### config.mk
export PLATFORM = sky130hd
export DESIGN_NAME = running_mean_sigma
export DESIGN_NICKNAME = d
export VERILOG_FILES = /design/src/rmsig_pkg.sv /design/src/running_mean_sigma.sv
export SDC_FILE = /design/constraint.sdc
export NUM_CORES = 2
export LEC_CHECK = 0
export BUFFER_PORTS_ARGS = -buffer_cell sky130_fd_sc_hd__buf_2
export CAP_MARGIN = 30
export CORE_AREA = 4 4 419 421
export DETAILED_ROUTE_END_ITERATION = 10
export DIE_AREA = 0 0 423 425
export SYNTH_ARGS = -nofsm -noshare
export SYNTH_HDL_FRONTEND = slang
export SYNTH_SLANG_ARGS = --single-unit
export TNS_END_PERCENT = 1
### constraint.sdc
create_clock -name clk -period 18 [get_ports clk]
set_clock_uncertainty 0.2 [all_clocks]
set_input_delay 1.8 -clock clk [delete_from_list [all_inputs] [get_ports clk]]
set_output_delay 1.8 -clock clk [all_outputs]
set_load 0.03 [all_outputs]
### src/rmsig_pkg.sv
// Shared constants and sequencer state type for the running mean/sigma block.
`default_nettype none

package rmsig_pkg;

  localparam int SAMPLE_BITS = 16;
  localparam int COUNT_BITS  = 20;

  localparam int IN_W      = 16;
  localparam int MEAN_W    = 32;
  localparam int MEAN_FRAC = MEAN_W - SAMPLE_BITS;
  localparam int M2_W      = 60;
  localparam int M2_SHIFT  = 2 * MEAN_FRAC - 8;
  localparam int OUT_W     = 24;
  localparam int CNT_W     = COUNT_BITS + 1;
  localparam int PROD_W    = 2 * MEAN_W;

  // shared divider: widest dividend is M2 with 8 extra fraction bits
  localparam int DIV_W     = M2_W + 8;
  localparam int DCNT_W    = $clog2(DIV_W + 1);

  // square root works on a 2*OUT_W bit radicand, one result bit per step
  localparam int SQ_W      = 2 * OUT_W;
  localparam int SQ_STEPS  = OUT_W;
  localparam int SCNT_W    = $clog2(SQ_STEPS + 1);

  localparam logic [CNT_W-1:0] COUNT_LIMIT = CNT_W'(1) << COUNT_BITS;

  typedef enum logic [3:0] {
    ST_IDLE,
    ST_SDIV,
    ST_MEAN,
    ST_DEV,
    ST_MUL,
    ST_ACC,
    ST_OLOAD,
    ST_ODIV,
    ST_RLOAD,
    ST_ROOT,
    ST_OUT
  } state_t;

endpackage

`default_nettype wire

### src/running_mean_sigma.sv
// Running mean and population sigma over sample sets, Welford update, shared serial divider.
`default_nettype none

// Each request is one sample; the block stalls its input while it works on it.
// A sample that is not the last of its set is taken, then runs 32 steps of the
// shared restoring divider (mean correction d/n), then mean update, deviation,
// one 32x32 multiply and the saturating M2 add. A last sample adds 68 divider
// steps for M2*256/n and 24 square root steps, then the result is loaded into
// the output register. A sample that arrives with the count at its limit is
// dropped (or goes straight to the result phase when it closes the set). The
// output register lets the next sample in while a result waits to be taken.
module running_mean_sigma (
  input  wire logic                          clk,
  input  wire logic                          rst_n,
  input  wire logic                          in_valid,
  output logic                               in_stall,
  input  wire logic [rmsig_pkg::IN_W-1:0]    in_sample,
  input  wire logic                          in_last_sample,
  output logic                               out_valid,
  input  wire logic                          out_stall,
  output logic [rmsig_pkg::OUT_W-1:0]        out_mean_value,
  output logic [rmsig_pkg::OUT_W-1:0]        out_sigma_value,
  output logic [rmsig_pkg::CNT_W-1:0]        out_sample_count,
  output logic                               out_overflowed
);

  localparam int MEAN_W = rmsig_pkg::MEAN_W;
  localparam int M2_W   = rmsig_pkg::M2_W;
  localparam int OUT_W  = rmsig_pkg::OUT_W;
  localparam int CNT_W  = rmsig_pkg::CNT_W;
  localparam int DIV_W  = rmsig_pkg::DIV_W;
  localparam int DCNT_W = rmsig_pkg::DCNT_W;
  localparam int SQ_W   = rmsig_pkg::SQ_W;
  localparam int SCNT_W = rmsig_pkg::SCNT_W;
  localparam int PROD_W = rmsig_pkg::PROD_W;

  rmsig_pkg::state_t state_r, state_nxt;

  logic [MEAN_W-1:0] mean_r, mean_nxt;
  logic [M2_W-1:0]   m2_r, m2_nxt;
  logic [CNT_W-1:0]  count_r, count_nxt;
  logic              ovf_r, ovf_nxt;
  logic              last_r, last_nxt;

  logic [MEAN_W-1:0] xs_r, xs_nxt;
  logic              neg_r, neg_nxt;
  logic [MEAN_W-1:0] d_r, d_nxt;
  logic [MEAN_W-1:0] e_r, e_nxt;
  logic [PROD_W-1:0] prod_r, prod_nxt;

  logic [DIV_W-1:0]  num_r, num_nxt;
  logic [CNT_W-1:0]  rem_r, rem_nxt;
  logic [CNT_W-1:0]  den_r, den_nxt;
  logic [DCNT_W-1:0] dcnt_r, dcnt_nxt;

  logic [SQ_W-1:0]   sqv_r, sqv_nxt;
  logic [SQ_W-1:0]   sqres_r, sqres_nxt;
  logic [SQ_W-1:0]   sqbit_r, sqbit_nxt;
  logic [SCNT_W-1:0] scnt_r, scnt_nxt;
  logic [OUT_W-1:0]  sig_r, sig_nxt;

  logic              out_valid_r, out_valid_nxt;
  logic [OUT_W-1:0]  out_mean_r, out_mean_nxt;
  logic [OUT_W-1:0]  out_sig_r, out_sig_nxt;
  logic [CNT_W-1:0]  out_cnt_r, out_cnt_nxt;
  logic              out_ovf_r, out_ovf_nxt;

  logic              in_acc;
  logic              room;
  logic              out_free;
  logic [MEAN_W-1:0] in_xs;

  // divider step
  logic [CNT_W:0]    div_trial;
  logic              div_ge;
  logic [CNT_W:0]    div_diff;
  logic [CNT_W-1:0]  div_rem;
  logic [DIV_W-1:0]  div_num;

  // square root step
  logic [SQ_W:0]     sq_sum;
  logic              sq_ge;
  logic [SQ_W-1:0]   sq_v;
  logic [SQ_W-1:0]   sq_res;

  // M2 accumulate and output shaping
  logic [PROD_W-1:0] prod_sh;
  logic [PROD_W:0]   m2_sum;
  logic [MEAN_W-1:0] mean_sh;
  logic [OUT_W-1:0]  mean_q8;

  assign in_stall = (state_r != rmsig_pkg::ST_IDLE);
  assign in_acc   = in_valid && !in_stall;
  assign room     = (count_r < rmsig_pkg::COUNT_LIMIT);
  assign out_free = !out_valid_r || !out_stall;
  assign in_xs    = {in_sample[rmsig_pkg::SAMPLE_BITS-1:0], rmsig_pkg::MEAN_FRAC'(0)};

  assign div_trial = {rem_r, num_r[DIV_W-1]};
  assign div_ge    = (div_trial >= {1'b0, den_r});
  assign div_diff  = div_trial - {1'b0, den_r};
  assign div_rem   = div_ge ? div_diff[CNT_W-1:0] : div_trial[CNT_W-1:0];
  assign div_num   = {num_r[DIV_W-2:0], div_ge};

  assign sq_sum = {1'b0, sqres_r} + {1'b0, sqbit_r};
  assign sq_ge  = ({1'b0, sqv_r} >= sq_sum);
  assign sq_v   = sq_ge ? (sqv_r - sq_sum[SQ_W-1:0]) : sqv_r;
  assign sq_res = sq_ge ? ((sqres_r >> 1) + sqbit_r) : (sqres_r >> 1);

  assign prod_sh = prod_r >> rmsig_pkg::M2_SHIFT;
  assign m2_sum  = {1'b0, prod_sh} + (PROD_W + 1)'(m2_r);
  assign mean_sh = mean_r >> (rmsig_pkg::MEAN_FRAC - 8);
  assign mean_q8 = (|mean_sh[MEAN_W-1:OUT_W]) ? '1 : mean_sh[OUT_W-1:0];

  // next state
  always_comb begin
    state_nxt = state_r;
    unique case (state_r)
      rmsig_pkg::ST_IDLE: begin
        if (in_acc) begin
          if (room) begin
            state_nxt = rmsig_pkg::ST_SDIV;
          end else if (in_last_sample) begin
            state_nxt = rmsig_pkg::ST_OLOAD;
          end
        end
      end
      rmsig_pkg::ST_SDIV: begin
        if (dcnt_r == DCNT_W'(1)) state_nxt = rmsig_pkg::ST_MEAN;
      end
      rmsig_pkg::ST_MEAN: state_nxt = rmsig_pkg::ST_DEV;
      rmsig_pkg::ST_DEV:  state_nxt = rmsig_pkg::ST_MUL;
      rmsig_pkg::ST_MUL:  state_nxt = rmsig_pkg::ST_ACC;
      rmsig_pkg::ST_ACC: begin
        state_nxt = last_r ? rmsig_pkg::ST_OLOAD : rmsig_pkg::ST_IDLE;
      end
      rmsig_pkg::ST_OLOAD: begin
        state_nxt = (count_r == '0) ? rmsig_pkg::ST_OUT : rmsig_pkg::ST_ODIV;
      end
      rmsig_pkg::ST_ODIV: begin
        if (dcnt_r == DCNT_W'(1)) state_nxt = rmsig_pkg::ST_RLOAD;
      end
      rmsig_pkg::ST_RLOAD: begin
        state_nxt = (|num_r[DIV_W-1:SQ_W]) ? rmsig_pkg::ST_OUT : rmsig_pkg::ST_ROOT;
      end
      rmsig_pkg::ST_ROOT: begin
        if (scnt_r == SCNT_W'(1)) state_nxt = rmsig_pkg::ST_OUT;
      end
      rmsig_pkg::ST_OUT: begin
        if (out_free) state_nxt = rmsig_pkg::ST_IDLE;
      end
      default: state_nxt = rmsig_pkg::ST_IDLE;
    endcase
  end

  // datapath controls
  always_comb begin
    mean_nxt      = mean_r;
    m2_nxt        = m2_r;
    count_nxt     = count_r;
    ovf_nxt       = ovf_r;
    last_nxt      = last_r;
    xs_nxt        = xs_r;
    neg_nxt       = neg_r;
    d_nxt         = d_r;
    e_nxt         = e_r;
    prod_nxt      = prod_r;
    num_nxt       = num_r;
    rem_nxt       = rem_r;
    den_nxt       = den_r;
    dcnt_nxt      = dcnt_r;
    sqv_nxt       = sqv_r;
    sqres_nxt     = sqres_r;
    sqbit_nxt     = sqbit_r;
    scnt_nxt      = scnt_r;
    sig_nxt       = sig_r;
    out_valid_nxt = out_valid_r && out_stall;
    out_mean_nxt  = out_mean_r;
    out_sig_nxt   = out_sig_r;
    out_cnt_nxt   = out_cnt_r;
    out_ovf_nxt   = out_ovf_r;

    unique case (state_r)
      rmsig_pkg::ST_IDLE: begin
        if (in_acc) begin
          last_nxt = in_last_sample;
          if (room) begin
            xs_nxt   = in_xs;
            neg_nxt  = (in_xs < mean_r);
            d_nxt    = (in_xs < mean_r) ? (mean_r - in_xs) : (in_xs - mean_r);
            num_nxt  = {((in_xs < mean_r) ? (mean_r - in_xs) : (in_xs - mean_r)),
                        (DIV_W - MEAN_W)'(0)};
            rem_nxt  = '0;
            den_nxt  = count_r + CNT_W'(1);
            dcnt_nxt = DCNT_W'(MEAN_W);
          end else begin
            ovf_nxt = 1'b1;
          end
        end
      end
      rmsig_pkg::ST_SDIV, rmsig_pkg::ST_ODIV: begin
        num_nxt  = div_num;
        rem_nxt  = div_rem;
        dcnt_nxt = dcnt_r - DCNT_W'(1);
      end
      rmsig_pkg::ST_MEAN: begin
        mean_nxt  = neg_r ? (mean_r - num_r[MEAN_W-1:0]) : (mean_r + num_r[MEAN_W-1:0]);
        count_nxt = den_r;
      end
      rmsig_pkg::ST_DEV: begin
        e_nxt = neg_r ? (mean_r - xs_r) : (xs_r - mean_r);
      end
      rmsig_pkg::ST_MUL: begin
        prod_nxt = d_r * e_r;
      end
      rmsig_pkg::ST_ACC: begin
        m2_nxt = (m2_sum > (PROD_W + 1)'({M2_W{1'b1}})) ? '1 : m2_sum[M2_W-1:0];
      end
      rmsig_pkg::ST_OLOAD: begin
        // empty set cannot really occur; report zero sigma for it
        sig_nxt  = '0;
        num_nxt  = {m2_r, 8'd0};
        rem_nxt  = '0;
        den_nxt  = count_r;
        dcnt_nxt = DCNT_W'(DIV_W);
      end
      rmsig_pkg::ST_RLOAD: begin
        // quotient at or above 2^48 means sigma saturates
        sig_nxt   = '1;
        sqv_nxt   = num_r[SQ_W-1:0];
        sqres_nxt = '0;
        sqbit_nxt = SQ_W'(1) << (SQ_W - 2);
        scnt_nxt  = SCNT_W'(rmsig_pkg::SQ_STEPS);
      end
      rmsig_pkg::ST_ROOT: begin
        sqv_nxt   = sq_v;
        sqres_nxt = sq_res;
        sqbit_nxt = sqbit_r >> 2;
        scnt_nxt  = scnt_r - SCNT_W'(1);
        if (scnt_r == SCNT_W'(1)) sig_nxt = sq_res[OUT_W-1:0];
      end
      rmsig_pkg::ST_OUT: begin
        if (out_free) begin
          out_valid_nxt = 1'b1;
          out_mean_nxt  = mean_q8;
          out_sig_nxt   = sig_r;
          out_cnt_nxt   = count_r;
          out_ovf_nxt   = ovf_r;
          mean_nxt      = '0;
          m2_nxt        = '0;
          count_nxt     = '0;
          ovf_nxt       = 1'b0;
        end
      end
      default: ;
    endcase
  end

  always_ff @(posedge clk) begin
    if (!rst_n) begin
      state_r     <= rmsig_pkg::ST_IDLE;
      mean_r      <= '0;
      m2_r        <= '0;
      count_r     <= '0;
      ovf_r       <= 1'b0;
      out_valid_r <= 1'b0;
    end else begin
      state_r     <= state_nxt;
      mean_r      <= mean_nxt;
      m2_r        <= m2_nxt;
      count_r     <= count_nxt;
      ovf_r       <= ovf_nxt;
      out_valid_r <= out_valid_nxt;
    end
  end

  always_ff @(posedge clk) begin
    last_r     <= last_nxt;
    xs_r       <= xs_nxt;
    neg_r      <= neg_nxt;
    d_r        <= d_nxt;
    e_r        <= e_nxt;
    prod_r     <= prod_nxt;
    num_r      <= num_nxt;
    rem_r      <= rem_nxt;
    den_r      <= den_nxt;
    dcnt_r     <= dcnt_nxt;
    sqv_r      <= sqv_nxt;
    sqres_r    <= sqres_nxt;
    sqbit_r    <= sqbit_nxt;
    scnt_r     <= scnt_nxt;
    sig_r      <= sig_nxt;
    out_mean_r <= out_mean_nxt;
    out_sig_r  <= out_sig_nxt;
    out_cnt_r  <= out_cnt_nxt;
    out_ovf_r  <= out_ovf_nxt;
  end

  assign out_valid        = out_valid_r;
  assign out_mean_value   = out_mean_r;
  assign out_sigma_value  = out_sig_r;
  assign out_sample_count = out_cnt_r;
  assign out_overflowed   = out_ovf_r;

  a_count_limit: assert property (@(posedge clk) disable iff (!rst_n)
    count_r <= rmsig_pkg::COUNT_LIMIT)
    else $error("sample count past its limit");

  a_sample_starts_div: assert property (@(posedge clk) disable iff (!rst_n)
    (in_acc && room) |=> (state_r == rmsig_pkg::ST_SDIV))
    else $error("accepted sample did not start the divider");

  a_drop_flags: assert property (@(posedge clk) disable iff (!rst_n)
    (in_acc && !room) |=> ovf_r || (state_r == rmsig_pkg::ST_OLOAD && ovf_r))
    else $error("dropped sample did not raise overflow");

  a_result_count: assert property (@(posedge clk) disable iff (!rst_n)
    (state_r == rmsig_pkg::ST_OUT && out_free) |=> (out_valid_r && count_r == '0))
    else $error("result load did not clear the set");

endmodule

`default_nettype wire
==> results by group <==
Routing
  • DR iter-0 viols: 3785
  • Drt wl/cell: 21.31 um
  • Number of remaining DRC errors: 0
  • Post-Route WL: 203.5 mm
  • Vias post-DR: approximately 52000
  • Detail Route Antenna Nets: 0
  • Routed vias/inst: 5.465
  • Drt pass-1 iters: 6

Critical path
  • Critical path depth in cells: 26
  • Reg2reg path depth: 26
  • Worst-path maximum fanout: 20
  • CP Buf/Inv Count: 5
  • Crit path launch type: flop
  • Crit-path leading delay family: adder cells
  • Slowest-stage cell, CP: a2111oi_0
  • Critical Path RT: 18.21 ns
  • Crit end category: flop
  • Worst path arrival time: a little under 10 ns
  • Most frequent cell on the critical path: fa_1
  • Crit Path Class: reg -> reg
  • CP peak stage delay: around 0.87 ns

GRT
  • Largest net degree at the start of global routing: 78
  • Vias in the first global route: between 50000 and 60000
  • GRT Util Overall: 22.60%
  • First-pass GRT wire length: 319.6 mm
  • Grt total ovfl: 0
  • Initial antenna violation count: 6

Placement
  • Detailed Place HPWL: 153.1 mm
  • Placed Cells: around 9400
  • Pre-CTS setup slack: 8.578 ns
  • Port bufs: 92
  • GPL Wtd Cong: approximately 0.92

Clocking
  • CTS sink cnt: 577
  • Clock buffer depth: 3
  • CTS tree: built
  • Post-CTS Hold Buffers: 0
  • Root buf cell: clkbuf_16
  • Worst-path clk slew: 0.07 ns
  • Post-CTS setup buffers: 0
  • Total CTS buffers: slightly below 70
  • Htree depth: 3
  • Clk_lat worst skew: 0.65 ns
  • Cts repair resizes: 0

Synthesis
  • Seq/Total Area, Yosys: 23.57%
  • #FFs+latches synth: 577
  • Synth Cell Area: 68440 um^2
  • Syn_area_per_cell: 9.412 um^2
  • Yosys top cell area share: 26.35%
  • Net Count, Synth: 8711
  • Synth Flop Type: edfxtp_1
  • Mapped Cells: 7272
  • Leading area contributor after synthesis: fa_1
  • Top-count cell post-synth: inv_1
  • Post-synth EDFFs: between 400 and 500
  • Commonest cells post-synth: 1038 x inv_1, 901 x fa_1, 824 x nand2_1, 614 x and2_1, 517 x ha_1
  • Post-synth ARST share: 0%
  • Synth cell types: between 90 and 100
  • YS warnings: 0
  • Top post-synthesis cells by area: fa_1 26%, edfxtp_1 20%, ha_1 9.5%

Finish
  • Layout Nets: about 8600
  • Post-Layout Cell Count: 9551
  • Share of cells above drive strength 1: roughly 5.4%
  • Area delta synth->final: 7.806%

Floorplanning
  • Row count: 152
  • Die Wd: between 400 and 500 um
  • IO Pins: 93
  • Die height: 425 um
  • Full die area: 179800 um^2
  • Initial core utilization: 39.94%
  • Core region area: 171400 um^2

STA
  • Minimum clock period: 9.519 ns
  • Worst-Margin Slew: 1.215 ns
  • Final Setup Violations: 0
  • Unrepaired setup endpoints after global routing: false
  • Setup TNS: 0 ns
  • FMAX: 105.1 MHz
  • Fin crit share: a little over half
  • Final worst slack: 8.481 ns
  • Fin. max-slew vios: 0
  • Normalized max-slew margin: 19.03%
  • Final Hold Fails: 0
  • Worst hold slack: about 0.21 ns

Outcome
  • Status: complete, no violations

Flow run
  • Max Cap Viol: 0

Worst hold path
  • Hold depth: 0
  • Min-delay worst type: reg -> reg
cells by family (layout without fill, tap and decap cells):
logic type / after synthesis / after routing / share of synthesized area, %
compound gates: 1226 / 1226 / 11.59
flops: 577 / 577 / 23.57
simple gates: 2254 / 2254 / 16.25
xor+xnor: 355 / 355 / 4.543
fa+ha+maj: 1418 / 1418 / 35.80
other cells: 0 / 4 / 0
mux: 29 / 29 / 0.4332
buf+inv: 1413 / 1378 / 7.806
layer usage:
metal | vias to the layer above | global-route usage (%) | share of wire (%)
li1 | 23730 | - | -
met1 | 26470 | 30.41 | 43
met2 | 1660 | 37.77 | 48
met3 | 333 | 3.703 | 6.7
met4 | 6 | 6.329 | 2.8
met5 | - | 0 | 0.020
final cells by class:
| cell class | count | area, um^2 |
|---|---|---|
| Antenna cell | 4 | 10.01 |
| Clock buffer | 85 | 1871 |
| Clock inverter | 42 | 480.5 |
| Fill cell | 16610 | 97570 |
| Inverter | 1041 | 3913 |
| Multi-Input combinational cell | 5282 | 47080 |
| Sequential cell | 577 | 16140 |
| Tap cell | 2310 | 2890 |
| Timing Repair Buffer | 210 | 1406 |
placed cells by master, fill, tap and decap left out, types with 26 or more instances in the layout:
master,synthesis,layout
a211oi_1,48,48
a21o_1,140,140
a21oi_1,335,334
a22o_1,27,27
a22oi_1,41,40
a311oi_1,26,26
a31oi_1,89,89
and2_1,614,614
and3_1,59,57
buf_2,16,92
buf_4,3,113
clkbuf_16,0,72
dfxtp_1,119,119
edfxtp_1,458,458
fa_1,901,901
ha_1,517,517
inv_1,1038,1036
nand2_1,824,824
nand3_1,111,111
nand4_1,67,67
nor2_1,324,315
nor2b_1,50,50
nor3_1,76,73
o211ai_1,30,30
o21ai_0,234,232
o21bai_1,36,36
xnor2_1,198,198
xor2_1,157,157
sequential cells by signal, indices dropped and copies added, names as in the netlist, 5 cells and up:
signal and count:
num_r 68, m2_r 60, sqres_r 48, sqv_r 48, prod_r 40, d_r 32, e_r 32, mean_r 32
out_mean_value 24, out_sigma_value 24, sig_r 24, sqbit_r 24, count_r 21, den_r 21, out_sample_count 21, rem_r 21
xs_r 16, dcnt_r 7, scnt_r 5
metrics by stage:
| stage | utilization [%] | instance area [um^2] |
|---|---|---|
| 2_1_floorplan | - | 68440 |
| 3_3_place_gp | 41.62 | 71320 |
| 3_5_place_dp | 41.64 | 71350 |
| 4_1_cts | 43.01 | 73700 |
| 5_1_grt | 43.06 | 73780 |
| 6_report | 43.06 | 73790 |
final timing paths:
check,start,end,slack [ns]
setup / recovery,d_r[15],prod_r[60],8.48
hold / removal,sig_r[21],out_sigma_value[21],0.21
setup reg to reg,d_r[15],prod_r[60],8.48
hold reg to reg,sig_r[21],out_sigma_value[21],0.21
worst reg2reg max path, cell delays in order, from the launching register on:
cell       delay, ns
edfxtp_1        0.65
buf_4           0.41
and2_1          0.22
fa_1            0.44
fa_1            0.50
fa_1            0.53
inv_1           0.05
fa_1            0.48
inv_1           0.06
fa_1            0.48
fa_1            0.47
fa_1            0.51
inv_1           0.05
fa_1            0.47
inv_1           0.04
ha_1            0.22
a21o_1          0.19
a21o_1          0.26
a2111oi_0       0.87
o32ai_1         0.24
a311oi_1        0.69
nor2_1          0.18
a31oi_1         0.39
and2b_1         0.25
o31ai_1         0.12
a21oi_1         0.22
xnor2_1         0.09
Power is left out: the tool's default activity adds up to more than one toggle a clock period on the data nets, which glitch-free logic cannot reach.
